**config.mk**
```make
export PLATFORM = sky130hd
export DESIGN_NAME = vang_div_cell
export DESIGN_NICKNAME = d
export VERILOG_FILES = /design/src/rtl/core/vang_pkg.sv /design/src/rtl/core/vang_div_cell.sv
export SDC_FILE = /design/constraint.sdc
export NUM_CORES = 1
export LEC_CHECK = 0
export BUFFER_PORTS_ARGS = -buffer_cell sky130_fd_sc_hd__buf_4
export CAP_MARGIN = 15
export CORE_ASPECT_RATIO = 1.2
export CORE_MARGIN = 2
export CORE_UTILIZATION = 50
export DETAILED_ROUTE_END_ITERATION = 6
export PLACE_DENSITY = 0.81
export REMOVE_ABC_BUFFERS = 1
export SETUP_SLACK_MARGIN = 0.3
export SYNTH_ARGS = -nofsm -noshare
export SYNTH_HDL_FRONTEND = slang
export SYNTH_SLANG_ARGS = --single-unit
```
**constraint.sdc**
```tcl
create_clock -name clk -period 0.99 [get_ports clk]
set_input_delay 0.099 -clock clk [delete_from_list [all_inputs] [get_ports clk]]
set_output_delay 0.099 -clock clk [all_outputs]
set_load 0.02 [all_outputs]
```
**src/rtl/core/vang_pkg.sv**
```systemverilog
// Shared types, constants and a helper function for the vector angle block.
// No dependencies; compiled first.
package vang_pkg;

    localparam int COORD_W       = 32;   // input coordinate width, Q15.16
    localparam int ANGLE_W       = 24;   // result angle width
    localparam int FRAC_BITS_DEF = 16;
    localparam int SCL_W         = 16;   // block-scaled component width
    localparam int DIV_W         = 32;   // root and |dot| width
    localparam int QUO_W         = 31;   // cosine quotient width, Q1.30 up to 2^30
    localparam int SQ1_W         = 64;   // radicand width, |a|^2 |b|^2
    localparam int SQ2_W         = 62;   // radicand width, 1 - cos^2
    localparam int CORDIC_STEPS  = 30;
    localparam int CORDIC_W      = 34;
    localparam int DEG_HALF_TURN = 180;

    localparam logic [31:0] PI_Q30          = 32'd3373259426;
    localparam logic [31:0] HALF_PI_Q30     = 32'd1686629713;
    localparam logic [31:0] DEG_PER_RAD_Q26 = 32'd3845054675;
    localparam logic [QUO_W-1:0] ONE_Q30    = QUO_W'(1) << 30;

    localparam logic [29:0] ATAN_TAB [10] = '{
        30'd843314857, 30'd497837829, 30'd263043837, 30'd133525159, 30'd67021687,
        30'd33543516,  30'd16775851,  30'd8388437,   30'd4194283,   30'd2097149
    };

    // per-word flags carried down the pipe
    typedef struct packed {
        logic zero;   // a or b is the null vector
        logic dep;    // a and b are linearly dependent
        logic anti;   // dependent and pointing opposite ways
        logic neg;    // dot product negative
    } vang_side_t;

    // atan(2^-step) in Q2.30, rounded to nearest
    function automatic logic [29:0] atan_q30(input int step);
        if (step < 10)
            return ATAN_TAB[4'(step)];
        return 30'(1) << (30 - step);
    endfunction

endpackage

```
**src/rtl/core/vang_div_cell.sv**
```systemverilog
// One quotient bit of a pipelined restoring divider (remainder below divisor).
// Depends on vang_pkg.
module vang_div_cell (
    input  logic                        clk,
    input  logic                        rst_n,
    input  logic                        en,
    input  logic                        in_valid,
    input  logic [vang_pkg::DIV_W-1:0]  in_s,
    input  logic [vang_pkg::DIV_W-1:0]  in_r,
    input  logic [vang_pkg::QUO_W-1:0]  in_q,
    input  vang_pkg::vang_side_t        in_side,
    output logic                        out_valid,
    output logic [vang_pkg::DIV_W-1:0]  out_s,
    output logic [vang_pkg::DIV_W-1:0]  out_r,
    output logic [vang_pkg::QUO_W-1:0]  out_q,
    output vang_pkg::vang_side_t        out_side
);
    import vang_pkg::*;

    logic             valid_reg;
    logic [DIV_W-1:0] s_reg;
    logic [DIV_W-1:0] r_reg, r_next;
    logic [QUO_W-1:0] q_reg, q_next;
    vang_side_t       side_reg;
    logic [DIV_W:0]   t;
    logic             ge;

    assign t  = {in_r, 1'b0};
    assign ge = t >= {1'b0, in_s};

    always_comb
    begin
        r_next = ge ? DIV_W'(t - {1'b0, in_s}) : t[DIV_W-1:0];
        q_next = {in_q[QUO_W-2:0], ge};
    end

    always_ff @(posedge clk or negedge rst_n)
    begin
        if (!rst_n)
            valid_reg <= 1'b0;
        else if (en)
            valid_reg <= in_valid;
    end

    always_ff @(posedge clk)
    begin
        if (en)
        begin
            s_reg    <= in_s;
            r_reg    <= r_next;
            q_reg    <= q_next;
            side_reg <= in_side;
        end
    end

    assign out_valid = valid_reg;
    assign out_s     = s_reg;
    assign out_r     = r_reg;
    assign out_q     = q_reg;
    assign out_side  = side_reg;

endmodule

```
**After elaboration in Yosys (flattened, before gate mapping)**

Cells that the tools add are included.

- Flip-flop bits (word level): 100
- Bits of input ports: 103
- Output and inout bits: 100
- Word-level logic and storage cells: 12

- Add/subtract/negate cells: 1
- Magnitude comparators: 1
- Multiplexer cells: 1

Operator list:

| kind | number |
|---|---|
| greater-or-equal comparator 33 x 32 -> 1 bit | 1 |
| 2-to-1 mux 32 bit | 1 |
| subtractor 32 bit | 1 |

**Depth between registers and ports, before layout**

- Depth after elaboration: 2
- Mapped depth: 14
- Mapped depth without buffers: 11

**Worst setup path before layout**

OpenSTA, ideal clock, no wires.

- Path kind: input-to-reg
- Start point: input in_s[10] (netlist name)
- End point: register r_reg[10] (netlist: out_r[10]), data pin
- Setup time: 260 ps
- Arrival time: 2,561 ps
- Data required time: 730 ps
- Setup slack: -1,831 ps
- Stages: 13
- Buffers on the path: 2
- Cell sequence: inv_1 > ha_1 > a211oi_2 > nor2_1 > or4b_4 > o2111ai_2 > a21oi_2 > o21ai_4 > and3_4 > buf_12 > inv_8 > buf_12 > mux2_4

- Cells in the longest elaborated chain, start to end: 2
- Elaborated cells between the ends (all ways): 3
- Classes of those cells: add/sub: 1; order compare: 1; mux: 1

Ends and longest elaborated chain:

| item | RTL line | RTL |
|---|---|---|
| start: declaration | vang_div_cell.sv:8 | `input logic [vang_pkg::DIV_W-1:0] in_s,` |
| subtractor 32 bit or greater-or-equal comparator 33 x 32 -> 1 bit (tied branches) | vang_div_cell.sv:33, vang_div_cell.sv:29 |  |
| 2-to-1 mux 32 bit (*) | vang_div_cell.sv:33 | `r_next = ge ? DIV_W'(t - {1'b0, in_s}) : t[DIV_W-1:0];` |
| net r_next[10] | vang_div_cell.sv:22 | `logic [DIV_W-1:0] r_reg, r_next;` |
| end signal: assignment | vang_div_cell.sv:50 | `r_reg <= r_next;` |
| end: declaration | vang_div_cell.sv:22 |  |

The timed path passes the listed nets; every way through them passes the cells marked *.
A chain may end at the register's enable or synchronous reset.

**Worst setup path in the final report**

- Start point: input in_s[9] (netlist name)
- End point: register r_reg[24] (netlist: out_r[24]), data pin

The elaborated chain is that of the path after synthesis.

==> impl_metrics.py <==
metrics = {
    "routing": {
        "ant_nets": 0,
        "vias_per_cell": 6.27,
        "drc": 1,
        "dr.pass1.iters": 7,
        "wl_um": 25600,
        "drt_iter0_drc": 1000,
        "wire_per_inst_um": 27.0,
        "vias": 5953,
    },
    "global_routing": {
        "antenna_found_initial": 0,
        "grt_pass1_vias": 5987,
        "grt_max_degree": 43,
        "grt_pass1_wl_um": 35500,
        "grt_overflow": 0,
        "grt_usage": 0.402,
    },
    "pwr": {
        "p_int_mw": 9.62,
        "seq_power_share": 0.386,
        "p_sw_mw": 4.71,
        "pwr-share-clk": 0.250,
        "switching_share": 0.329,
        "vdd_drop_max_mv": 1.20,
        "p_comb_frac": 0.364,
        "power.density_nw_per_um2": 1510,
        "cellLeakagePower_nw": 4.41,
    },
    "floorplan": {
        "rows": 41,
        "die_height_um": 118,
        "dieWidth_um": 99.1,
        "die-area_um2": 11700,
        "io_pins": 203,
        "coreArea_um2": 10600,
        "start_util": 0.513,
    },
    "worst_hold_path": {
        "hold_depth": 2,
        "hold_path_class": "in2reg",
        "hp-start": "in_valid",
    },
    "cells_and_area": {
        "post-route-util": 0.901,
        "fin_nets": 951,
        "instances_no_fill": 949,
        "layout-drive-gt1-share": 0.493,
        "n_antenna_cell": 0,
        "syn2layout_area_growth_pct": 75.5,
    },
    "clocking": {
        "cts_hold_buf": 63,
        "cts_inserted_buffers": 9,
        "h-tree-depth": 3,
        "clk_pin_slew_ps": 80,
        "cts_root_buffer": "clkbuf_16",
        "cts_sinks": 100,
        "clock_latency_ps": 350,
        "cts_buffer_depth": 2,
        "cts_tree": "built",
    },
    "timing": {
        "skew_ps": 0,
        "slew_headroom": 0.640,
        "finalCritPeriodShare": 2.70,
        "min_period_ps": 2670,
        "fin_ws_ps": -1680,
        "slew_violations": 0,
        "tightest_slew_ps": 540,
        "hold_violations": 1,
        "rsz0062_at_grt": "yes",
        "holdWs_ps": -5.60,
        "fmax_ghz": 0.374,
        "final-setup-viol-count": 108,
    },
    "worst_setup_path": {
        "r2r-start": "out_valid",
        "cp.required_ps": 1090,
        "cp_max_fo": 14,
        "r2r_cells": 2,
        "cp-startpoint": "in_s[9]",
        "crit_arrival_ps": 2770,
        "end_kind": "register",
        "critical_path_class": "in2reg",
        "start_kind": "primary input",
    },
    "flow_run": {
        "cap_violations": 0,
    },
    "synth": {
        "yosys.cell_count.top_type": "edfxtp_1",
        "yosys.area.top_type": "edfxtp_1",
        "synth_common_cells": "99 x edfxtp_1, 35 x inv_1, 32 x ha_1",
        "synth-simple-area-share": 0.0809,
        "synth_top_family_by_area": "compound AO/OA/AOI/OAI gates",
        "asyncSetResetFlopFracSynth": 0.0100,
        "ys_seq_elements": 100,
        "ys_types": 57,
        "synth_xor_area_frac": 0.0404,
        "syn_inst": 421,
        "synth_warnings": 0,
        "synth_ff_type": "edfxtp_1",
        "synth_area_um2": 5430,
        "ys_seq_area_frac": 0.552,
        "synth_edf_count": 99,
        "synth_adder_area_share": 0.0775,
        "syn_area_per_cell_um2": 12.9,
        "synth_top_cell_area_share": 0.548,
        "synth_area_leaders": "edfxtp_1 55%, ha_1 7.4%, mux2_4 5.3%, inv_1 2.4%, xnor2_1 2.3%",
        "synth_compound_area_frac": 0.130,
        "muxShareOfSynthArea": 0.0749,
    },
    "outcome": {
        "status": "finished, violations left",
        "violations": "DRC, hold timing, setup timing",
    },
    "place": {
        "dp_hpwl_um": 12000,
        "place_inst": 860,
        "gp_congestion": 0.859,
        "io_buffers": 201,
    },
}
## layout make-up
| type | instances | area, um^2 |
|---|---|---|
| clock buffers | 9 | 225 |
| clock inverters | 7 | 57.6 |
| fillers | 404 | 1040 |
| inverters | 36 | 156 |
| multi-input cells | 272 | 2330 |
| flip-flops and latches | 100 | 3000 |
| well taps | 129 | 161 |
| repair buffers | 394 | 3570 |
| repair inverters | 2 | 20.0 |
## worst max-delay path: stages
cell	delay [ps]
buf_4	90
inv_1	50
ha_2	220
a211oi_4	310
nor2_1	160
or4b_4	540
o2111ai_4	250
a21oi_4	100
o21ai_4	130
and3_4	350
inv_8	120
mux2_4	330
## sequential cells by signal, indices dropped and copies added (netlist names)
| name | count |
|---|---|
| out_q | 31 |
| out_r | 32 |
| out_s | 32 |
| out_side | 4 |
| out_valid | 1 |
## path summary, 6_finish.rpt
check | endpoint | slack (ps)
max in group asynchronous | out_valid | 850
min | out_valid | -6
max | out_r[24] | -1680
min in group asynchronous | out_valid | 60
max reg2reg | out_valid | 80
min reg2reg | out_valid | 670
## power by group through the flow
stage / Sequential, mW / Combinational [mW] / Clock (mW)
3_3_place_gp: 5.43 / 3.94 / 0
5_1_grt: 5.55 / 5.35 / 3.69
2_1_floorplan: 6.00 / 1.43 / 0
3_5_place_dp: 5.44 / 4.03 / 0
6_report: 5.53 / 5.22 / 3.59
4_1_cts: 5.46 / 4.66 / 3.43
## routing by layer
layer	global-route usage	up-vias	wire length (um)
met1	0.464	2784	8180
met3	0.118	190	3200
met5	0	-	0
met4	0.184	0	1970
li1	-	2379	-
met2	0.683	600	12300
## per-stage QoR
step                TNS (ps)  power (mW)  cell area, um^2  worst slack (ps)
global route          -56850        14.6             9520             -1660
global placement      -58660        9.37             7950             -1820
CTS                   -46630        13.6             9450             -1430
finish                -55660        14.3             9520             -1680
floorplan             -54510        7.43             5330             -1710
detailed placement    -59920        9.47             7950             -1860
## logic make-up after synthesis
group	after synthesis
AOI/OAI and AO/OA	102
DFF	100
and+or+nand+nor	82
adders and majority gates	33
xor gates and xnor gates	25
muxes	30
buffers and inverters	49
## cell usage in the layout, fill, tap and decap left out, drive strengths merged, types with 3 or more instances in the layout
cell type / Yosys / final
o21ai: 20 / 20
a21boi: 4 / 4
o31ai: 6 / 6
dlygate4sd3: 0 / 52
a21o: 15 / 15
dlymetal6s4s: 0 / 11
nor2: 18 / 18
xnor2: 14 / 14
inv: 36 / 41
nand3: 6 / 6
and2: 4 / 4
mux2: 28 / 28
nand2b: 3 / 3
a21oi: 24 / 24
a211oi: 4 / 4
nand2: 15 / 15
nand4: 12 / 12
nor2b: 4 / 4
ha: 32 / 32
o211ai: 4 / 4
and3: 4 / 4
nor3: 4 / 4
clkbuf: 9 / 9
xor2: 11 / 11
o21a: 7 / 7
edfxtp: 99 / 99
a31oi: 4 / 4
buf: 4 / 331
or3: 3 / 3
## what timing repair did
action                                 4_1_cts  5_1_grt
gates resized for setup                    130       17
setup buffers                                6        2
pin swaps                                    4        4
endpoints found under the hold margin       64        1
setup endpoints to repair                  134      145
gates cloned                                 2        0
(Power assumes the default switching activity.)
