[src/rtl/core/vang_pkg.sv]
// Shared types, constants and a helper function for the vector angle block.
// No dependencies; compiled first.
package vang_pkg;

    localparam int COORD_W       = 32;   // input coordinate width, Q15.16
    localparam int ANGLE_W       = 24;   // result angle width
    localparam int FRAC_BITS_DEF = 16;
    localparam int SCL_W         = 16;   // block-scaled component width
    localparam int DIV_W         = 32;   // root and |dot| width
    localparam int QUO_W         = 31;   // cosine quotient width, Q1.30 up to 2^30
    localparam int SQ1_W         = 64;   // radicand width, |a|^2 |b|^2
    localparam int SQ2_W         = 62;   // radicand width, 1 - cos^2
    localparam int CORDIC_STEPS  = 30;
    localparam int CORDIC_W      = 34;
    localparam int DEG_HALF_TURN = 180;

    localparam logic [31:0] PI_Q30          = 32'd3373259426;
    localparam logic [31:0] HALF_PI_Q30     = 32'd1686629713;
    localparam logic [31:0] DEG_PER_RAD_Q26 = 32'd3845054675;
    localparam logic [QUO_W-1:0] ONE_Q30    = QUO_W'(1) << 30;

    localparam logic [29:0] ATAN_TAB [10] = '{
        30'd843314857, 30'd497837829, 30'd263043837, 30'd133525159, 30'd67021687,
        30'd33543516,  30'd16775851,  30'd8388437,   30'd4194283,   30'd2097149
    };

    // per-word flags carried down the pipe
    typedef struct packed {
        logic zero;   // a or b is the null vector
        logic dep;    // a and b are linearly dependent
        logic anti;   // dependent and pointing opposite ways
        logic neg;    // dot product negative
    } vang_side_t;

    // atan(2^-step) in Q2.30, rounded to nearest
    function automatic logic [29:0] atan_q30(input int step);
        if (step < 10)
            return ATAN_TAB[4'(step)];
        return 30'(1) << (30 - step);
    endfunction

endpackage

[src/rtl/core/vang_sqrt_cell.sv]
// One digit step of a pipelined integer square root (floor).
// Depends on vang_pkg.
module vang_sqrt_cell #(
    parameter int W     = 64,
    parameter int STEP  = 0,
    parameter int AUX_W = 32
) (
    input  logic                   clk,
    input  logic                   rst_n,
    input  logic                   en,
    input  logic                   in_valid,
    input  logic [W-1:0]           in_v,
    input  logic [W-1:0]           in_r,
    input  logic [AUX_W-1:0]       in_aux,
    input  vang_pkg::vang_side_t   in_side,
    output logic                   out_valid,
    output logic [W-1:0]           out_v,
    output logic [W-1:0]           out_r,
    output logic [AUX_W-1:0]       out_aux,
    output vang_pkg::vang_side_t   out_side
);
    import vang_pkg::*;

    localparam logic [W-1:0] BIT = W'(1) << (W - 2 - 2 * STEP);

    logic             valid_reg;
    logic [W-1:0]     v_reg, v_next;
    logic [W-1:0]     r_reg, r_next;
    logic [AUX_W-1:0] aux_reg;
    vang_side_t       side_reg;
    logic [W:0]       trial;
    logic             ge;

    assign trial = {1'b0, in_r} + {1'b0, BIT};
    assign ge    = {1'b0, in_v} >= trial;

    always_comb
    begin
        if (ge)
        begin
            v_next = in_v - trial[W-1:0];
            r_next = (in_r >> 1) + BIT;
        end
        else
        begin
            v_next = in_v;
            r_next = in_r >> 1;
        end
    end

    always_ff @(posedge clk or negedge rst_n)
    begin
        if (!rst_n)
            valid_reg <= 1'b0;
        else if (en)
            valid_reg <= in_valid;
    end

    always_ff @(posedge clk)
    begin
        if (en)
        begin
            v_reg    <= v_next;
            r_reg    <= r_next;
            aux_reg  <= in_aux;
            side_reg <= in_side;
        end
    end

    assign out_valid = valid_reg;
    assign out_v     = v_reg;
    assign out_r     = r_reg;
    assign out_aux   = aux_reg;
    assign out_side  = side_reg;

endmodule

[config.mk]
export PLATFORM = sky130hd
export DESIGN_NAME = vang_sqrt_cell
export DESIGN_NICKNAME = d
export VERILOG_FILES = /design/src/rtl/core/vang_pkg.sv /design/src/rtl/core/vang_sqrt_cell.sv
export SDC_FILE = /design/constraint.sdc
export NUM_CORES = 1
export LEC_CHECK = 0
export BUFFER_PORTS_ARGS = -buffer_cell sky130_fd_sc_hd__buf_2
export CORE_ASPECT_RATIO = 0.6
export CORE_MARGIN = 10
export CORE_UTILIZATION = 30
export DETAILED_ROUTE_END_ITERATION = 12
export MAX_ROUTING_LAYER = met4
export SETUP_SLACK_MARGIN = 0.15
export SLEW_MARGIN = 10
export SYNTH_ARGS = -nofsm -noshare
export SYNTH_HDL_FRONTEND = slang
export SYNTH_SLANG_ARGS = --single-unit
[constraint.sdc]
create_clock -name clk -period 0.8 [get_ports clk]
set_input_delay 0.04 -clock clk [delete_from_list [all_inputs] [get_ports clk]]
set_output_delay 0.04 -clock clk [all_outputs]
set_load 0.02 [all_outputs]
; Yosys cells after proc, flatten, opt, wreduce, memory -nomap -nowiden
; Index checks and enable logic that the tools add are counted.
[totals]
output_inout_bits = 165
ff_bits = 165
elab_cells = 15
input_bits = 168
[op_classes]
addsub = 3
n_lt_le_gt_ge = 1
mux = 2
[ops]
columns = operator, count
row1 = "64-bit by 63-bit adder with 65-bit output, second input constant", 1
row2 = 64-bit by 65-bit >= comparator with 1-bit output, 1
row3 = "63-bit by 63-bit adder with 64-bit output, second input constant", 1
row4 = 64-bit 2-to-1 mux, 1
row5 = 64-bit subtractor, 1
row6 = 63-bit 2-to-1 mux, 1

; Depth between registers and ports, before layout
[logic_depth]
word_depth = 3
depth_mapped = 14
depth_no_buf = 12

; Worst setup path before layout
; No wires, ideal clock.
[synth_timing]
kind = input-to-reg
from = in in_r[1]
to = reg v_reg[44] (netlist: out_v[44]), data pin
arrival_ns = 2.614
path_buffers = 2
cell_stages = 12
required_ns = 0.540
setup_ns = 0.260
setup_slack_ns = -2.074
cell_sequence = inv_1 > ha_1 > nor2b_1 > o31a_1 > o31a_1 > o311a_1 > nor4_4 > nor4_2 > or2_1 > buf_6 > buf_6 > mux2_4
[synth_between]
elab_chain_cells = 3
[synth_rtl]
columns = item, line_no
row1 = "start, declared", vang_sqrt_cell.sv:13  ; input logic [W-1:0] in_r,
row2 = 64-bit by 63-bit adder with 65-bit output (*), vang_sqrt_cell.sv:34  ; assign trial = {1'b0, in_r} + {1'b0, BIT};
row3 = 64-bit subtractor or 64-bit by 65-bit >= comparator with 1-bit output (tied branches), "vang_sqrt_cell.sv:41, vang_sqrt_cell.sv:35"
row4 = 64-bit 2-to-1 mux (*), vang_sqrt_cell.sv:39  ; if (ge)
row5 = via v_next[44], vang_sqrt_cell.sv:27  ; logic [W-1:0] v_reg, v_next;
row6 = "end signal, assigned", vang_sqrt_cell.sv:63  ; v_reg <= v_next;
row7 = "end, declared", vang_sqrt_cell.sv:27
; Mark *: on every way through the listed nets, which the timed path passes. The rest lies on a longest branch.
; A chain may end at the register's enable or synchronous reset.

; Final worst setup path
[layout_timing]
from = in in_v[25]
to = reg v_reg[61] (netlist: out_v[61]), data pin
[layout_between]
elab_chain_cells = 2
[layout_rtl]
columns = item, line_no
row1 = "start, declared", vang_sqrt_cell.sv:12  ; input logic [W-1:0] in_v,
row2 = 64-bit subtractor or 64-bit by 65-bit >= comparator with 1-bit output (tied branches), "vang_sqrt_cell.sv:41, vang_sqrt_cell.sv:35"
row3 = 64-bit 2-to-1 mux (*), vang_sqrt_cell.sv:39
row4 = via v_next[61], vang_sqrt_cell.sv:27
; Marked as above.

==> results.sh <==
export IMPL_placeableCoreArea_um2=32200
export IMPL_failed_checks="negative hold slack, negative setup slack"
export IMPL_timing_critical_path_slowest_stage_cell="sky130_fd_sc_hd__or4_4"
export IMPL_io_pins=333
export IMPL_synth_area_per_cell_um2=10.2
export IMPL_report_final_slew_viol_count=0
export IMPL_ant_nets=0
export IMPL_post_route_min_period_ps=2450
export IMPL_cts_made_buffers=17
export IMPL_maxCapViolCount=0
export IMPL_final_worst_path_period_share=3.07
export IMPL_final_critical_path_setup_slack_ps=-1650
export IMPL_die_w_um=253
export IMPL_worst_ep_required_time_ps=1000
export IMPL_grt_pass1_vias=11000
export IMPL_power_density_nw_per_um2=1710
export IMPL_p_leak_nw=8.69
export IMPL_cts_buffer_depth=2
export IMPL_startpoint_type="primary input"
export IMPL_initial_utilization=0.303
export IMPL_rsz_0062_raised_after_global_routing="true"
export IMPL_pre_cts_slack_ps=-2250
export IMPL_synth_cell_area_um2=9760
export IMPL_cp_max_fo=3
export IMPL_synth_compound_area_frac=0.182
export IMPL_regToRegStartpoint="out_valid"
export IMPL_crit_path_end_kind="register"
export IMPL_launch_point_of_the_critical_path="in_v[25]"
export IMPL_post_route_cells_drive_above_1_share=0.532
export IMPL_synth_edf_count=164
export IMPL_drtPass1Iterations=5
export IMPL_finalHoldViolCount=8
export IMPL_ys_ff_latch=165
export IMPL_clock_skew_ps=0
export IMPL_critical_path_max_stage_delay_ps=420
export IMPL_grt_pass1_wl_um=63400
export IMPL_clk_transition_reported_paths_ps=60
export IMPL_layout_commonest_cell="sky130_fd_sc_hd__buf_4"
export IMPL_design_die_area_um2=40400
export IMPL_synthAdderAreaFrac=0.0854
export IMPL_cp_data_arrival_time_ps=2650
export IMPL_synth_top_family_by_area="compound AO/OA/AOI/OAI gates"
export IMPL_status="finished, violations left"
export IMPL_clk_latency_ps=450
export IMPL_synth_net_count=1187
export IMPL_yosys_cell_types_count=60
export IMPL_synth_xor_xnor_area_share=0.0494
export IMPL_tritoncts_clock_tree="done"
export IMPL_wl_per_instance_um=19.7
export IMPL_min_path_cells=4
export IMPL_grt_overflow=0
export IMPL_routed_wl_um=43600
export IMPL_timing_reg2reg_setup_slack_ps=-110
export IMPL_timing_setup_critical_path_class="in -> reg"
export IMPL_crit_path_frequent_cell="sky130_fd_sc_hd__buf_6"
export IMPL_detail_route_drc_violations=0
export IMPL_grt_antenna_before_repair=5
export IMPL_worst_pin_slew_ps=595
export IMPL_estimated_wirelength_of_the_detail_placed_design_um=30600
export IMPL_synthFlopType="sky130_fd_sc_hd__edfxtp_1"
export IMPL_area_delta_synth_final_pct=100
export IMPL_crit_path_cell_trace="buf_6 -> ha_4 -> and4_4 -> nand3_4 -> or3_4 -> o22ai_4 -> nor4_4 -> buf_4 -> buf_6 -> or4_4 -> o2bb2ai_4 -> xnor2_2 -> mux2_4"
export IMPL_track_usage=0.207
export IMPL_timing_hold_ws_ps=-43.6
export IMPL_numPortBuffers=332
export IMPL_sequential_element_share_of_the_synthesized_area=0.507
export IMPL_report_final_setup_viol=232
export IMPL_mostFrequentLayoutCells="sky130_fd_sc_hd__buf_4, sky130_fd_sc_hd__buf_6, sky130_fd_sc_hd__buf_2, sky130_fd_sc_hd__edfxtp_1, sky130_fd_sc_hd__dlygate4sd3_1"
export IMPL_vdd_ir_drop_worst_v=0.00140
export IMPL_grt_max_degree=34
export IMPL_vias=10700
export IMPL_area_share_of_and_or_nand_nor_cells_after_synthesis=0.122
export IMPL_fillers=2645
export IMPL_max_slew_margin_rel=0.599
export IMPL_cts_root_buf="sky130_fd_sc_hd__clkbuf_16"
export IMPL_postSynthCellCount=953
export IMPL_number_of_design_rule_violations_left_by_the_first_detailed_router_iteration=707
export IMPL_vias_per_cell=4.83
export IMPL_post_synth_mux_area_share=0.00538
export IMPL_async_flop_share=0.00606
export IMPL_fmax_mhz=408
export IMPL_final_core_utilization=0.606
export IMPL_die_height_um=160
export IMPL_min_delay_path_class="in -> reg"
export IMPL_timing_reg2reg_worst_path_depth=2
export IMPL_htree_num_levels=4
export IMPL_hold_path_startpoint="in_v[0]"
export IMPL_core_rowCount=51
export IMPL_finish_net_count=2012
export IMPL_gp_congestion=0.883
export IMPL_ys_warnings_count=0
export IMPL_cts_num_sinks=165
-- per-stage QoR --
| stage | instance area (µm²) | power (mW) | hold WS (ps) | cells | setup TNS (ps) |
|---|---|---|---|---|---|
| floorplan | 9890 | 15.8 | -256 | 953 | -117730 |
| global placement | 14300 | 20.2 | -184 | 1980 | -147830 |
| detailed placement | 14300 | 20.4 | -181 | 1980 | -149300 |
| CTS | 18000 | 31.9 | -239 | 2191 | -143730 |
| global route | 19500 | 35.0 | -62.9 | 2219 | -147440 |
| finish | 19500 | 33.5 | -43.6 | 2219 | -138000 |
-- final cells by class --
cell class / instances / area, µm² / share of cell area
Inverter: 85 / 347 / 0.0177
Clock buffer: 19 / 433 / 0.0222
Multi-Input combinational cell: 670 / 5670 / 0.290
Tap cell: 424 / 531 / 0.0272
Antenna cell: 4 / 10.0 / 0.000512
Timing Repair Buffer: 839 / 7440 / 0.381
Clock inverter: 13 / 158 / 0.00807
Sequential cell: 165 / 4950 / 0.253
-- critical path, delay by kind of cell --
family                     cells  cell delay [ps]
adders and majority gates      1              260
muxes                          1              260
AOI/OAI and AO/OA              2              340
and+or+nand+nor                5             1260
buffers and inverters          3              350
xor gates and xnor gates       1              120
-- cells in the mapped netlist, types with 3 or more instances --
cell type                  instances  share of area
sky130_fd_sc_hd__a211oi_1          9         0.0069
sky130_fd_sc_hd__a31oi_1           8         0.0051
sky130_fd_sc_hd__edfxtp_1        164           0.50
sky130_fd_sc_hd__or3_1             8         0.0051
sky130_fd_sc_hd__nor2b_1           8         0.0051
sky130_fd_sc_hd__o211ai_1          3         0.0023
sky130_fd_sc_hd__ha_1             65          0.083
sky130_fd_sc_hd__a21boi_0          3         0.0023
sky130_fd_sc_hd__nor3b_1           3         0.0023
sky130_fd_sc_hd__or2_2             6         0.0038
sky130_fd_sc_hd__o21ai_0          98          0.050
sky130_fd_sc_hd__o31a_1            5         0.0045
sky130_fd_sc_hd__and3_1            7         0.0045
sky130_fd_sc_hd__nand4_1          19          0.012
sky130_fd_sc_hd__and4_1            3         0.0027
sky130_fd_sc_hd__a211o_1           3         0.0027
sky130_fd_sc_hd__buf_2             5         0.0026
sky130_fd_sc_hd__o31ai_1          10         0.0077
sky130_fd_sc_hd__a21o_1           25          0.019
sky130_fd_sc_hd__nand2_1         107          0.041
sky130_fd_sc_hd__xnor2_1          32          0.029
sky130_fd_sc_hd__xor2_1           23          0.021
sky130_fd_sc_hd__a21oi_1          81          0.042
sky130_fd_sc_hd__nand3_1          15         0.0077
sky130_fd_sc_hd__clkbuf_1         25         0.0096
sky130_fd_sc_hd__and2_1            3         0.0019
sky130_fd_sc_hd__o21bai_1         12         0.0092
sky130_fd_sc_hd__nand2b_1          5         0.0032
sky130_fd_sc_hd__nor3_1            8         0.0041
sky130_fd_sc_hd__o221ai_1          6         0.0054
sky130_fd_sc_hd__nor2_1           52          0.020
sky130_fd_sc_hd__o22ai_1           4         0.0026
sky130_fd_sc_hd__o21a_1            9         0.0069
sky130_fd_sc_hd__inv_1            85          0.033
-- metal layers --
| metal | part of all wire | GRT usage | wire length, µm | vias to the layer above |
|---|---|---|---|---|
| met5 | 0 | - | 0 | - |
| met4 | 0.013 | 0.0466 | 574 | 0 |
| met3 | 0.065 | 0.0470 | 2820 | 38 |
| met2 | 0.47 | 0.320 | 20400 | 332 |
| met1 | 0.45 | 0.272 | 19800 | 5173 |
| li1 | - | - | - | 5172 |
-- cells by family (layout without fill, tap and decap cells) --
| logic type | count (synthesis) | after routing |
|---|---|---|
| buffers and inverters | 118 | 956 |
| XOR/XNOR | 55 | 55 |
| AND/OR/NAND/NOR | 253 | 253 |
| adder cells (fa/ha/maj) | 66 | 66 |
| multiplexers | 4 | 4 |
| other | 0 | 4 |
| flip-flops | 165 | 165 |
| AO/OA/AOI/OAI | 292 | 292 |
-- flip-flops by register name, indices dropped and copies added (netlist names) --
name	flops
out_valid	1
out_aux	32
out_r	64
out_v	64
out_side	4
-- report_power, final --
group          leakage (nW)  switching [mW]  internal, mW
sequential             1.61           0.423          10.7
combinational          6.79            6.67          7.12
clock                 0.282            3.72          4.90
-- final timing paths --
path,end
min in group asynchronous,out_valid
max,out_v[61]
min,out_v[0]
max in group asynchronous,out_valid
min reg2reg,out_valid
max reg2reg,out_valid
-- what timing repair did --
item / CTS / global route
resized for setup: 333 / 309
gates cloned: 10 / 5
endpoints found under the setup margin: 232 / 234
hold endpoints to repair: 158 / 10
hold buffers: 145 / 1
pin swaps: 58 / 90
buffers inserted: 24 / 18
Note: power is estimated with default switching activity, not from simulation.
