[config.mk]
export PLATFORM = sky130hd
export DESIGN_NAME = vang_cordic_cell
export DESIGN_NICKNAME = d
export VERILOG_FILES = /design/src/rtl/core/vang_pkg.sv /design/src/rtl/core/vang_cordic_cell.sv
export SDC_FILE = /design/constraint.sdc
export NUM_CORES = 1
export LEC_CHECK = 0
export ABC_AREA = 1
export BUFFER_PORTS_ARGS = -buffer_cell sky130_fd_sc_hd__buf_2
export CORE_MARGIN = 2
export CORE_UTILIZATION = 30
export CTS_BUF_LIST = sky130_fd_sc_hd__clkbuf_2
export CTS_CLUSTER_DIAMETER = 120
export DETAILED_ROUTE_END_ITERATION = 16
export GPL_TIMING_DRIVEN = 0
export PLACE_DENSITY = 0.61
export SLEW_MARGIN = 10
export SYNTH_ARGS = -nofsm -noshare
export SYNTH_HDL_FRONTEND = slang
export SYNTH_SLANG_ARGS = --single-unit
[constraint.sdc]
create_clock -name clk -period 0.8 [get_ports clk]
set_clock_uncertainty 0.05 [all_clocks]
set_input_delay 0.12 -clock clk [delete_from_list [all_inputs] [get_ports clk]]
set_output_delay 0.12 -clock clk [all_outputs]
set_load 0.005 [all_outputs]
[src/rtl/core/vang_pkg.sv]
// Shared types, constants and a helper function for the vector angle block.
// No dependencies; compiled first.
package vang_pkg;

    localparam int COORD_W       = 32;   // input coordinate width, Q15.16
    localparam int ANGLE_W       = 24;   // result angle width
    localparam int FRAC_BITS_DEF = 16;
    localparam int SCL_W         = 16;   // block-scaled component width
    localparam int DIV_W         = 32;   // root and |dot| width
    localparam int QUO_W         = 31;   // cosine quotient width, Q1.30 up to 2^30
    localparam int SQ1_W         = 64;   // radicand width, |a|^2 |b|^2
    localparam int SQ2_W         = 62;   // radicand width, 1 - cos^2
    localparam int CORDIC_STEPS  = 30;
    localparam int CORDIC_W      = 34;
    localparam int DEG_HALF_TURN = 180;

    localparam logic [31:0] PI_Q30          = 32'd3373259426;
    localparam logic [31:0] HALF_PI_Q30     = 32'd1686629713;
    localparam logic [31:0] DEG_PER_RAD_Q26 = 32'd3845054675;
    localparam logic [QUO_W-1:0] ONE_Q30    = QUO_W'(1) << 30;

    localparam logic [29:0] ATAN_TAB [10] = '{
        30'd843314857, 30'd497837829, 30'd263043837, 30'd133525159, 30'd67021687,
        30'd33543516,  30'd16775851,  30'd8388437,   30'd4194283,   30'd2097149
    };

    // per-word flags carried down the pipe
    typedef struct packed {
        logic zero;   // a or b is the null vector
        logic dep;    // a and b are linearly dependent
        logic anti;   // dependent and pointing opposite ways
        logic neg;    // dot product negative
    } vang_side_t;

    // atan(2^-step) in Q2.30, rounded to nearest
    function automatic logic [29:0] atan_q30(input int step);
        if (step < 10)
            return ATAN_TAB[4'(step)];
        return 30'(1) << (30 - step);
    endfunction

endpackage

[src/rtl/core/vang_cordic_cell.sv]
// One CORDIC vectoring rotation; accumulates the arc angle in Q2.30.
// Depends on vang_pkg.
module vang_cordic_cell #(
    parameter int STEP = 0
) (
    input  logic                                clk,
    input  logic                                rst_n,
    input  logic                                en,
    input  logic                                in_valid,
    input  logic signed [vang_pkg::CORDIC_W-1:0] in_x,
    input  logic signed [vang_pkg::CORDIC_W-1:0] in_y,
    input  logic signed [vang_pkg::CORDIC_W-1:0] in_z,
    input  vang_pkg::vang_side_t                in_side,
    output logic                                out_valid,
    output logic signed [vang_pkg::CORDIC_W-1:0] out_x,
    output logic signed [vang_pkg::CORDIC_W-1:0] out_y,
    output logic signed [vang_pkg::CORDIC_W-1:0] out_z,
    output vang_pkg::vang_side_t                out_side
);
    import vang_pkg::*;

    localparam logic signed [CORDIC_W-1:0] T = signed'(CORDIC_W'(atan_q30(STEP)));

    logic                       valid_reg;
    logic signed [CORDIC_W-1:0] x_reg, x_next;
    logic signed [CORDIC_W-1:0] y_reg, y_next;
    logic signed [CORDIC_W-1:0] z_reg, z_next;
    vang_side_t                 side_reg;
    logic signed [CORDIC_W-1:0] xs, ys;

    // arithmetic shift: floors negative values
    assign xs = in_x >>> STEP;
    assign ys = in_y >>> STEP;

    always_comb
    begin
        if (in_y > 0)
        begin
            x_next = in_x + ys;
            y_next = in_y - xs;
            z_next = in_z + T;
        end
        else
        begin
            x_next = in_x - ys;
            y_next = in_y + xs;
            z_next = in_z - T;
        end
    end

    always_ff @(posedge clk or negedge rst_n)
    begin
        if (!rst_n)
            valid_reg <= 1'b0;
        else if (en)
            valid_reg <= in_valid;
    end

    always_ff @(posedge clk)
    begin
        if (en)
        begin
            x_reg    <= x_next;
            y_reg    <= y_next;
            z_reg    <= z_next;
            side_reg <= in_side;
        end
    end

    assign out_valid = valid_reg;
    assign out_x     = x_reg;
    assign out_y     = y_reg;
    assign out_z     = z_reg;
    assign out_side  = side_reg;

endmodule

# Word level (Yosys, flattened, before mapping)
# Index checks and enable logic that the tools add are counted.
totals:
  register_bits: 107
  out_inout_bits: 107
classes:
  add_sub_neg: 5
  n_lt_le_gt_ge: 1
  mux: 3
ops:
  columns: ["operator", "count"]
  rows:
  - ["two-way mux 34 bit", 3]
  - ["subtractor 34 bit", 2]
  - ["adder 34 x 31 -> 34 bit (second input constant)", 1]
  - ["adder 34 bit", 1]
  - ["> comparator 34 x 1 -> 1 bit (second input constant)", 1]
  - ["subtractor 34 x 31 -> 34 bit (second input constant)", 1]

# Logic depth before layout (Yosys ltp)
# Gate-level depths: netlist of run 1.
depth:
  word_depth: 2
  mapped_depth: 18
  mapped_depth_nobuf: 17

# Worst setup path after synthesis of run 1
# No wires, ideal clock.
synth_timing:
  path_type: "input to register"
  startpoint: "input in_y[1] in the netlist's numbering"
  endpoint: "register z_reg[25] (netlist: out_z[25]) (data pin)"
  arrival_ns: 2.392
  required_time_ns: 0.498
  slack_ns: -1.895
  cell_stages: 18
  path_buffers: 2
  cell_sequence: "inv_1 nand4_1 nor3_1 nand4_1 nand2_2 buf_4 buf_4 ha_1 a21oi_1 nand2_1 a21oi_1 o21ai_1 nand2_1 nand2_1 nand2_1 nand2_1 nand2_1 nand2_1"
synth_via:
  elab_chain_cells: 2
synth_lines:
  columns: ["item", "line", "rtl"]
  rows:
  - ["start: declaration", "vang_cordic_cell.sv:11", "input logic signed [vang_pkg::CORDIC_W-1:0] in_y,"]
  - ["> comparator 34 x 1 -> 1 bit", "vang_cordic_cell.sv:37", "if (in_y > 0)"]
  - ["two-way mux 34 bit", "vang_cordic_cell.sv:37", null]
  - ["named net z_next[25]", "vang_cordic_cell.sv:27", "logic signed [CORDIC_W-1:0] z_reg, z_next;"]
  - ["end signal: assignment", "vang_cordic_cell.sv:65", "z_reg <= z_next;"]
  - ["end: declaration", "vang_cordic_cell.sv:27", null]
# The timed path passes the listed nets, and every way through them passes these cells.
# A chain may end at the register's enable or synchronous reset.

# Worst setup path after layout of run 1
layout_timing:
  startpoint: "input in_y[32] in the netlist's numbering"
  endpoint: "register z_reg[32] (netlist: out_z[32]) (data pin)"
# Same word-level chain as after synthesis.

==> metrics.cfg, run 1 <==
[status]
status=finished, violations left
violations=negative hold slack, negative setup slack

[place]
hpwl_mm=41.70
portBuffers=216
place_ws_ns=-3.053
placed_area_um2=15710
gp_congestion=0.9634

[timing]
report.final.slew_viol_count=0
grt_setup_unrepaired=yes
max_freq_mhz=489.4
hold_slack_ns=-0.4978
tightest_slew_ns=0.5015
finalSetupViolations=207
relSlewSlack=0.6657
min_period_ns=2.043
setup_ws_ns=-1.243
final_hold_viol_count=173
tns_ns=-147.89
fin_crit_sh=2.554

[drt]
first_pass_iters=5
avgViaCountPerCell=5.323
dr.first_iter.drc_count=1196
ant_nets=0
drcViolationCount=0
wl_per_cell_um=20.45
routed_wl_mm=57.88
vias=15070

[synth]
syn-instance-count=1853
syn_nets=2098
yosysTopAreaCellShare=0.2515
syn_area_um2=12540
synth.area.top_cells=edfxtp_1, nand2_1, ha_1, inv_1, a21oi_1
synth-seq-cells=106
yosysMostFrequentCell=nand2_1
async_reset_ff_frac=0.009434
yosysWarnings=0
yosysUniqueCellTypes=51
yosysSeqAreaShare=0.2535
yosysTopAreaCell=edfxtp_1
synth_ff_type=edfxtp_1
synth_common_cells=nand2_1, inv_1, a21oi_1, nor2_1, nand3_1
synth-edff-count=105
avgSynthCellArea_um2=6.766

[floorplan]
die_y_um=208.4
design.core.area_um2=41020
start_util=0.3057
die_area_um2=43450
std_cell_rows=74
die_x_um=208.4
io_pins=217

[global_route]
grt_pass1_vias=14390
grt_start_max_net_pins=78
grt_pass1_wl_mm=81.96
antenna_found_initial=3
grt.total_usage=0.2488
grt_remaining_overflow=0

[setup_path]
crit_family=simple AND/OR/NAND/NOR gates
cp_slowest_stage_delay_ns=0.38
required_ns=1.37
critical_path_buf_inv_count=6
endpoint_kind=flip-flop
cp-start-kind=primary input
crit_path_frequent_cell=buf_6
path_cells=buf_6 > clkinv_8 > nand3_4 > nor3_4 > nand4_1 > buf_6 > nand2_8 > inv_12 > buf_12 > fa_2 > o21ai_4 > buf_6 > a21oi_4 > o21ai_4 > nand3_2 > nand3_2 > nand2_1
crit_slowest_cell=fa_2
critPathKind=primary input to flip-flop
crit_fanout=7
cp_data_arrival_time_ns=2.62

[power_and_ir_drop]
p_leak_nw=9.428
pwr_density_cell_nw_per_um2=1252
vdd_drop_max_mv=0.7017

[clocking]
clk_latency_ns=0.83
cts_buffers=9
htree_levels=3
clkSlewWorstSetupHoldPaths_ns=0.46
cts_root_buf=clkbuf_2
clkSinkCount=106
cts_tree=built
cts_max_path_buffers=2
ctsHoldBuffers=25

[min_path]
hp-class=primary input to flip-flop

[layout]
area_growth_syn_to_layout_pct=70.88
layout.nets=2536
drive_above_1_share=0.5383
final_cell_area_um2=21430
num-fill-cells=3712
fin_util=0.5224

[run]
drv_cap=0

-- repair_timing --
action	CTS	global route
gates resized for setup	590	387
pin swaps	176	184
endpoints found under the hold margin	208	173
setup endpoints to repair	207	207
cloned	14	0
buffers inserted	124	72
-- cell type report --
class	instances	area (um^2)	share of cell area
antenna	2	5.005	0.0002336
buffer	29	490.5	0.02289
clock buffer	9	45.04	0.002102
clock inverter	7	80.08	0.003737
inverter	253	1126	0.05256
multi-input combinational	1450	12040	0.5617
sequential	106	3178	0.1483
tap	532	665.6	0.03107
timing repair buffer	442	3800	0.1774
-- layout by cell type, fill, tap and decap left out, types with 32 or more instances in the layout --
master and n:
ha_1 70, inv_1 149, a21oi_4 36, o21ai_2 33
inv_2 61, buf_12 32, o21ai_0 35, nor2_4 49
nor2_2 49, edfxtp_1 105, buf_4 120, a21oi_1 67
a21oi_2 71, nand3_2 61, nand3_1 89, ha_4 60
buf_2 178, nand2_4 63, buf_6 87, o21ai_1 37
nand2_1 295, nor2_1 80, nand2_2 142
-- through the flow --
stage | power [mW] | cells
after global routing | 28.05 | 2829
after CTS | 24.66 | 2772
after global placement | 18.12 | 2601
final | 26.82 | 2830
after floorplan | 14.42 | 1853
after detailed placement | 18.24 | 2602
-- report_power, final --
group	switching [mW]	internal, mW	total [mW]
registers	0.211	7.17	7.38
logic	9.40	6.92	16.3
clock network	2.57	0.552	3.12
-- sequential cells by signal, summed over array words and instances, names as in the netlist --
signal     flops
out_side       4
out_valid      1
out_x         34
out_y         33
out_z         34
-- worst paths after layout --
kind	slack, ns	endpoint	cells after the start	start
min in group asynchronous	0.54	out_valid	4	rst_n
min reg2reg	0.51	out_valid	1	out_valid
min	-0.50	out_y[2]	1	en
max	-1.24	out_z[32]	17	in_y[32]
max reg2reg	-0.01	out_valid	1	out_valid
max in group asynchronous	0.07	out_valid	4	rst_n
-- layer usage --
metal	vias up	share of wire	global-route usage
met3	180	0.080	0.04166
met5	-	0.00024	0
met4	2	0.046	0.1079
met2	742	0.46	0.4077
met1	7134	0.41	0.3224
li1	7007	-	-
-- cells by family (layout without fill, tap and decap cells) --
family / count (synthesis) / count (layout) / share of synthesized area
simple gates: 905 / 905 / 0.3093
compound gates: 347 / 347 / 0.1540
buf+inv: 297 / 740 / 0.1016
fa+ha+maj: 135 / 135 / 0.1371
flops: 106 / 106 / 0.2535
xor+xnor: 58 / 58 / 0.04052
mux: 5 / 5 / 0.004091
other cells: 0 / 2 / 0
Note: power is estimated with default switching activity, not from simulation.
==> run 2, diff against run 1 <==
--- a/config.mk
+++ b/config.mk
@@ -5,7 +5,6 @@
 export SDC_FILE = /design/constraint.sdc
 export NUM_CORES = 1
 export LEC_CHECK = 0
-export ABC_AREA = 1
 export BUFFER_PORTS_ARGS = -buffer_cell sky130_fd_sc_hd__buf_2
 export CORE_MARGIN = 2
 export CORE_UTILIZATION = 30
@@ -13,7 +12,7 @@
 export CTS_CLUSTER_DIAMETER = 120
 export DETAILED_ROUTE_END_ITERATION = 16
 export GPL_TIMING_DRIVEN = 0
-export PLACE_DENSITY = 0.61
+export PLACE_DENSITY = 0.62
 export SLEW_MARGIN = 10
 export SYNTH_ARGS = -nofsm -noshare
 export SYNTH_HDL_FRONTEND = slang
==> run 2 against run 1 <==
Non-clock buffer count is 69 lower. Highest routed layer unchanged. Via count down 28%. Clock power fell by 15%. Register-to-register slack about the same. Design area shrank 24%. The flow still finishes with violations (negative hold slack, negative setup slack).
==> metrics.cfg, run 2 <==
[status]
status=finished, violations left  ; unchanged
violations=negative hold slack, negative setup slack  ; unchanged

[synth]
syn-instance-count=1219  ; was 1853
yosysMostFrequentCell=a21oi_1  ; was nand2_1
synth_top_family_by_area=compound AO/OA/AOI/OAI gates  ; was simple AND/OR/NAND/NOR gates
async_reset_ff_frac=0.009434  ; unchanged
synth.area.top_cells=edfxtp_1, ha_1, a21oi_1, xnor2_1, inv_1  ; was edfxtp_1, nand2_1, ha_1, inv_1, a21oi_1
synthAdderAreaFrac=0.1623  ; was 0.1371
synthSimpleGateAreaFrac=0.1380  ; was 0.3093
synth_common_cells=a21oi_1, ha_1, inv_1, edfxtp_1, nor2_1  ; was nand2_1, inv_1, a21oi_1, nor2_1, nand3_1
yosysTopAreaCell=edfxtp_1  ; unchanged
synth-edff-count=105  ; unchanged
synth-xor-area-share=0.07608  ; was 0.04051
yosysWarnings=0  ; unchanged
syn_nets=1464  ; was 2098
synth_ff_type=edfxtp_1  ; unchanged
synthMuxAreaShare=0.01051  ; was 0.004091
avgSynthCellArea_um2=8.689  ; was 6.766 um^2
syn_area_um2=10590  ; was 12540 um^2
yosysSeqAreaShare=0.3001  ; was 0.2535
synth_compound_area_frac=0.2545  ; was 0.1540
yosysTopAreaCellShare=0.2977  ; was 0.2515
yosysUniqueCellTypes=82  ; was 51
synth-seq-cells=106  ; unchanged

[place]
hpwl_mm=30.03  ; was 41.70 mm
gp_congestion=0.9397  ; was 0.9634
portBuffers=216  ; unchanged

[timing]
fin_crit_sh=3.538  ; was 2.554
min_period_ns=2.830  ; was 2.043 ns
max_freq_mhz=353.3  ; was 489.4 MHz
relSlewSlack=0.4755  ; was 0.6657
report.final.slew_viol_count=0  ; unchanged
setup_ws_ns=-2.030  ; was -1.243 ns
tightest_slew_ns=0.7795  ; was 0.5015 ns
finalSetupViolations=208  ; was 207
grt_setup_unrepaired=yes  ; unchanged
hold_slack_ns=-0.3027  ; was -0.4978 ns
final_hold_viol_count=138  ; was 173

[global_route]
grt_pass1_vias=10480  ; was 14390
grt-busiest-layer=met2  ; unchanged
grt_remaining_overflow=0  ; unchanged
grt_pass1_wl_mm=59.53  ; was 81.96 mm
grtUsageMet3=0.04641  ; was 0.04166
grt_use_met2=0.3614  ; was 0.4077
antenna_found_initial=4  ; was 3
grt_start_max_net_pins=58  ; was 78
met1_usage=0.2633  ; was 0.3224
grt.total_usage=0.2145  ; was 0.2488

[floorplan]
design.core.area_um2=34630  ; was 41020 um^2
io_pins=217  ; unchanged
std_cell_rows=68  ; was 74
start_util=0.3059  ; was 0.3057
die_area_um2=36820  ; was 43450 um^2
die_y_um=191.9  ; was 208.4 um
die_x_um=191.9  ; was 208.4 um

[power_and_ir_drop]
p_clk_frac=0.120  ; was 0.116
vdd_drop_max_mv=0.7310  ; was 0.7017 mV
p_leak_nw=6.771  ; was 9.428 nW
p_int_mw=13.19  ; was 14.65 mW
power_frac_seq=0.342  ; was 0.275
pwr_density_cell_nw_per_um2=1351  ; was 1252 nW/um^2
swShare=0.4001  ; was 0.4540
finalPower_mw=21.99  ; was 26.82 mW
p_switching_mw=8.797  ; was 12.18 mW
combinationalPowerShare=0.538  ; was 0.609

[setup_path]
path_cells=buf_12 > nor4_4 > nand4_1 > nor2_1 > a21o_1 > inv_2 > clkbuf_16 > clkbuf_16 > ha_4 > and3_4 > and3_4 > a22o_1 > a21o_1 > a41oi_2 > o21ai_2 > buf_4 > a21o_1 > a21oi_2 > xnor2_1  ; was buf_6 > clkinv_8 > nand3_4 > nor3_4 > nand4_1 > buf_6 > nand2_8 > inv_12 > buf_12 > fa_2 > o21ai_4 > buf_6 > a21oi_4 > o21ai_4 > nand3_2 > nand3_2 > nand2_1
cp_slowest_stage_delay_ns=0.35  ; was 0.38 ns
crit_fanout=7  ; unchanged
r2r_cells=1  ; unchanged
crit_family=compound AO/OA/AOI/OAI gates  ; was simple AND/OR/NAND/NOR gates
endpoint_kind=flip-flop  ; unchanged
worst_r2r_endpoint=out_valid  ; unchanged
timing.rr.start=out_valid  ; unchanged
required_ns=1.32  ; was 1.37 ns
crit_slowest_cell=nor4_4  ; was fa_2
crit_path_frequent_cell=a21o_1  ; was buf_6
critical_path_buf_inv_count=5  ; was 6
rrSetupSlack_ns=-0.01  ; about the same
cp_data_arrival_time_ns=3.35  ; was 2.62 ns
critPathKind=primary input to flip-flop  ; unchanged
cp-start-kind=primary input  ; unchanged

[clocking]
ctsHoldBuffers=20  ; was 25
htree_levels=3  ; unchanged
cts_root_buf=clkbuf_2  ; unchanged
cts_max_path_buffers=2  ; unchanged
cts_tree=built  ; unchanged
clkSlewWorstSetupHoldPaths_ns=0.34  ; was 0.46 ns
clk_latency_ns=0.75  ; was 0.83 ns
clkSinkCount=106  ; unchanged
cts_buffers=9  ; unchanged

[run]
drv_cap=0  ; unchanged

[drt]
drcViolationCount=0  ; unchanged
vias=10910  ; was 15070
dr.first_iter.drc_count=732  ; was 1196
routed_wl_mm=41.70  ; was 57.88 mm
avgViaCountPerCell=5.328  ; was 5.323
first_pass_iters=6  ; was 5
ant_nets=0  ; unchanged
wl_per_cell_um=20.37  ; was 20.45 um

[layout]
layout.nets=1829  ; was 2536
num-fill-cells=3239  ; was 3712
ff_latch_area_um2=3178  ; unchanged
drive_above_1_share=0.4481  ; was 0.5383
multiInputGateArea_um2=8862  ; was 12040 um^2
area_growth_syn_to_layout_pct=53.63  ; was 70.88%
final_cell_mix=buf_2, edfxtp_1, ha_1  ; was nand2_1, buf_2, inv_1
layout_commonest_cell=buf_2  ; was nand2_1

[min_path]
holdPathEnd=out_z[18]  ; was out_y[2]
holdPathStages=1  ; unchanged
min_from=en  ; unchanged
hp-class=primary input to flip-flop  ; unchanged

run 2: cell count changes after synthesis, moves of 20 or more:
cell | before | now
nand2_1 | 486 | 66
inv_1 | 245 | 108
o21ai_0 | 111 | 74
nor2_1 | 163 | 105
nand3_1 | 157 | 16
xnor2_1 | 9 | 79
a21oi_1 | 168 | 145
xor2_1 | 49 | 13
clkbuf_1 | 1 | 26
nand2_2 | 20 | 0
buf_4 | 25 | 2
run 2: layout make-up:
type,count,share of cell area
diodes,3,0.0004614
inverters,110,0.02853
clock inverters,6,0.002999
flip-flops and latches,106,0.1953
multi-input cells,955,0.5446
clock buffers,10,0.003076
well taps,455,0.03499
repair buffers,359,0.1607
plain buffers,43,0.02930
run 2: kinds of logic after synthesis:
kind of cell	Yosys count
flip-flops	106
adder cells (fa/ha/maj)	135
AO/OA/AOI/OAI	410
buffers and inverters	158
multiplexers	11
AND/OR/NAND/NOR	307
XOR/XNOR	92
run 2: per-stage QoR:
stage / setup WS (ns) / util / instance area [um^2] / TNS, ns / std cells
2_1_floorplan: -2.343 / - / 11400 / -152.98 / 1219
6_report: -2.030 / 0.4699 / 16270 / -200.57 / 2047
3_3_place_gp: -3.486 / 0.3768 / 13050 / -401.27 / 1890
3_5_place_dp: -3.570 / 0.3778 / 13080 / -271.82 / 1891
5_1_grt: -2.159 / 0.4698 / 16270 / -213.01 / 2046
4_1_cts: -1.982 / 0.4326 / 14980 / -197.92 / 1990
run 2: power by group through the flow:
stage	combinational [mW]	sequential, mW	clock (mW)
2_1_floorplan	5.37	7.81	0
3_3_place_gp	8.68	7.66	0
3_5_place_dp	8.73	7.67	0
4_1_cts	10.4	7.54	2.75
5_1_grt	12.6	7.62	2.93
6_report	11.8	7.52	2.64
run 2: routing by layer:
metal | up-vias | routed length, um
met1 | 5227 | 16780
li1 | 5147 | -
met2 | 456 | 20280
met5 | - | 12
met3 | 75 | 3361
met4 | 2 | 1272
run 2: worst max-delay path by stage:
| stage | end | from | depth (start not counted) | slack [ns] |
|---|---|---|---|---|
| finish | out_z[26] | in_y[11] | 19 | -2.03 |
| CTS | out_z[26] | in_y[3] | 19 | -1.98 |
| detailed placement | out_z[33] | in_y[19] | 19 | -3.57 |
| floorplan | out_z[33] | in_y[8] | 18 | -2.34 |
| global route | out_z[32] | in_y[11] | 19 | -2.16 |
| global placement | out_z[33] | in_y[19] | 19 | -3.49 |
run 2: repair_timing:
action,CTS,global route
cloned,4,1
pin swaps,121,124
setup buffers,64,57
endpoints found under the hold margin,174,113
endpoints found under the setup margin,207,207
resized for setup,229,199
==> run 3, diff against run 2 <==
--- a/config.mk
+++ b/config.mk
@@ -7,12 +7,13 @@
 export LEC_CHECK = 0
 export BUFFER_PORTS_ARGS = -buffer_cell sky130_fd_sc_hd__buf_2
 export CORE_MARGIN = 2
-export CORE_UTILIZATION = 30
+export CORE_UTILIZATION = 35
 export CTS_BUF_LIST = sky130_fd_sc_hd__clkbuf_2
 export CTS_CLUSTER_DIAMETER = 120
 export DETAILED_ROUTE_END_ITERATION = 16
 export GPL_TIMING_DRIVEN = 0
-export PLACE_DENSITY = 0.62
+export PLACE_DENSITY = 0.66
+export RECOVER_POWER = 50
 export SLEW_MARGIN = 10
 export SYNTH_ARGS = -nofsm -noshare
 export SYNTH_HDL_FRONTEND = slang
==> constraint.sdc (replaced) <==
create_clock -name clk -period 3.6 [get_ports clk]
set_clock_uncertainty 0.05 [all_clocks]
set_input_delay 0.54 -clock clk [delete_from_list [all_inputs] [get_ports clk]]
set_output_delay 0.54 -clock clk [all_outputs]
set_load 0.005 [all_outputs]
==> run 3 against run 2 <==
The flow finishes with violations (max-capacitance violations, max-slew violations). Flip-flop and latch count did not move. Hold slack better by 0.41 ns. First-iteration DRC count grew 40%. Register-to-register slack improved by 2.8 ns. Core utilization is 4.3 points lower. Critical path type unchanged. Critical endpoint is now out_z[32]. Largest power group unchanged.
==> metrics.cfg, run 3 (synthesized netlist as in run 2, its figures left out) <==
[status]
status=finished, violations left  ; unchanged
violations=max-capacitance violations, max-slew violations  ; was negative hold slack, negative setup slack

[setup_path]
critical_path_buf_inv_count=3  ; was 5
cp_data_arrival_time_ns=3.89  ; was 3.35 ns
cp-endpoint=out_z[32]  ; was out_z[26]
crit_start=in_y[19]  ; was in_y[11]
r2r_cells=1  ; unchanged
critPathKind=primary input to flip-flop  ; unchanged
worst_r2r_endpoint=out_valid  ; unchanged
crit_slowest_cell=nor4_2  ; was nor4_4
required_ns=4.04  ; was 1.32 ns
endpoint_kind=flip-flop  ; unchanged
crit_fanout=34  ; was 7
path_depth=18  ; was 19
crit_family=compound AO/OA/AOI/OAI gates  ; unchanged
cp-start-kind=primary input  ; unchanged
cp_slowest_stage_delay_ns=0.37  ; was 0.35 ns
timing.rr.start=out_valid  ; unchanged
path_cells=buf_2 > nor4_2 > nand4_1 > nor2_1 > a21o_1 > inv_2 > buf_12 > fa_2 > nand2b_1 > a21oi_2 > o21a_1 > a21o_1 > a41oi_2 > o21ai_2 > a21oi_1 > o21bai_1 > a21oi_1 > xnor2_1  ; was buf_12 > nor4_4 > nand4_1 > nor2_1 > a21o_1 > inv_2 > clkbuf_16 > clkbuf_16 > ha_4 > and3_4 > and3_4 > a22o_1 > a21o_1 > a41oi_2 > o21ai_2 > buf_4 > a21o_1 > a21oi_2 > xnor2_1
rrSetupSlack_ns=2.78  ; was -0.01 ns

[timing]
setup_ws_ns=0.1555  ; was -2.030 ns
finalSetupViolations=0  ; was 208
tightest_slew_ns=2.049  ; was 0.7795 ns
final_hold_viol_count=0  ; was 138
fin_crit_sh=0.9568
max_freq_mhz=290.3
report.final.slew_viol_count=109  ; was 0
grt_setup_unrepaired=yes  ; unchanged
min_period_ns=3.445
relSlewSlack=-0.3661  ; was 0.4755

[power_and_ir_drop]
p_leak_nw=5.523  ; was 6.771 nW
p_int_mw=2.484  ; was 13.19 mW
pwr_density_cell_nw_per_um2=323.2  ; was 1351 nW/um^2
swShare=0.3935  ; was 0.4001
vdd_drop_max_mv=0.1556  ; was 0.7310 mV
power_frac_seq=0.409  ; was 0.342
p_clk_frac=0.141  ; was 0.120
combinationalPowerShare=0.451  ; was 0.538
p_switching_mw=1.612  ; was 8.797 mW

[layout]
multiInputGateArea_um2=7018  ; was 8862 um^2
layout.nets=1703  ; was 1829
area_growth_syn_to_layout_pct=19.66  ; was 53.63%
layout_commonest_cell=buf_2  ; unchanged
drive_above_1_share=0.2126  ; was 0.4481
final_cell_count_no_fill=1857  ; was 2047
ff_latch_area_um2=3178  ; unchanged
num-fill-cells=3003  ; was 3239
final_cell_mix=buf_2, a21oi_1, ha_1  ; was buf_2, edfxtp_1, ha_1

[place]
hpwl_mm=28.21  ; was 30.03 mm
portBuffers=216  ; unchanged
dp_cells=1826  ; was 1891
gp_congestion=0.9298  ; was 0.9397
place_ws_ns=-1.306  ; was -3.570 ns

[floorplan]
io_pins=217  ; unchanged
std_cell_rows=63  ; was 68
die_y_um=178.0  ; was 191.9 um
die_x_um=178.0  ; was 191.9 um
die_area_um2=31670  ; was 36820 um^2
start_util=0.3564  ; was 0.3059
design.core.area_um2=29720  ; was 34630 um^2

[global_route]
grt.total_usage=0.2223  ; was 0.2145
grt_start_max_net_pins=71  ; was 58
grt_pass1_wl_mm=53.81  ; was 59.53 mm
grt_pass1_vias=9759  ; was 10480
grt_remaining_overflow=0  ; unchanged
antenna_found_initial=5  ; was 4

[drt]
drcViolationCount=0  ; unchanged
wl_per_cell_um=19.14  ; was 20.37 um
dr.first_iter.drc_count=1024  ; was 732
avgViaCountPerCell=5.463  ; was 5.328
vias=10150  ; was 10910
ant_nets=0  ; unchanged
first_pass_iters=5  ; was 6
routed_wl_mm=35.54  ; was 41.70 mm

[clocking]
cts_buffers=9  ; unchanged
cts_tree=built  ; unchanged
clkSinkCount=106  ; unchanged
clkSlewWorstSetupHoldPaths_ns=0.30  ; was 0.34 ns
htree_levels=3  ; unchanged
cts_max_path_buffers=2  ; unchanged
clk_latency_ns=0.68  ; was 0.75 ns
cts_root_buf=clkbuf_2  ; unchanged

[min_path]
min_from=in_z[0]  ; was en
hp-class=primary input to flip-flop  ; unchanged

[run]
drv_cap=2  ; was 0

run 3: final cells by class:
cell class / count / area share
Multi-Input combinational cell: 955 / 0.5538
Sequential cell: 106 / 0.2508
Timing Repair Buffer: 230 / 0.09507
Tap cell: 390 / 0.03850
Inverter: 110 / 0.03258
Buffer: 46 / 0.02014
Clock inverter: 7 / 0.004838
Clock buffer: 9 / 0.003554
Antenna cell: 4 / 0.0007898
run 3: how the worst min path moves through the flow:
stage	end	cells after the start
global placement	out_valid	1
global route	out_z[0]	2
CTS	out_z[0]	2
floorplan	out_valid	0
finish	out_z[0]	2
detailed placement	out_valid	1
run 3: power groups by stage:
stage | Combinational, mW | Sequential, mW | Clock, mW
after detailed placement | 1.78 | 1.70 | 0
after floorplan | 1.08 | 1.74 | 0
after CTS | 1.83 | 1.67 | 0.609
final | 1.85 | 1.67 | 0.576
after global routing | 2.03 | 1.69 | 0.655
after global placement | 1.78 | 1.70 | 0
run 3: timing repair:
item	4_1_cts	5_1_grt
endpoints found under the hold margin	6	0
hold buffers	7	0
gates cloned	1	0
buffers inserted	5	0
gates resized for setup	16	11
pin swaps	6	7
endpoints found under the setup margin	9	9
run 3: routing by layer:
metal,share of wire,global-route usage,vias up,wire [um]
met4,0.032,0.07514,2,1133
met3,0.078,0.03620,66,2766
met2,0.46,0.3744,472,16360
met1,0.43,0.2884,4728,15260
met5,0.00034,0,-,12
li1,-,-,4877,-
run 3: through the flow:
stage                     area (um^2)  setup TNS, ns  power (mW)    util  hold WS [ns]
after CTS                       12670              0       4.110  0.4264       0.04273
after floorplan                 10740       -0.03977       2.821       -        0.1944
after global routing            12670      -0.005932       4.376  0.4263       0.04761
after global placement          12310         -23.21       3.477  0.4143        0.2652
after detailed placement        12350         -23.26       3.486  0.4155        0.2721
final                           12670              0       4.096  0.4265        0.1080
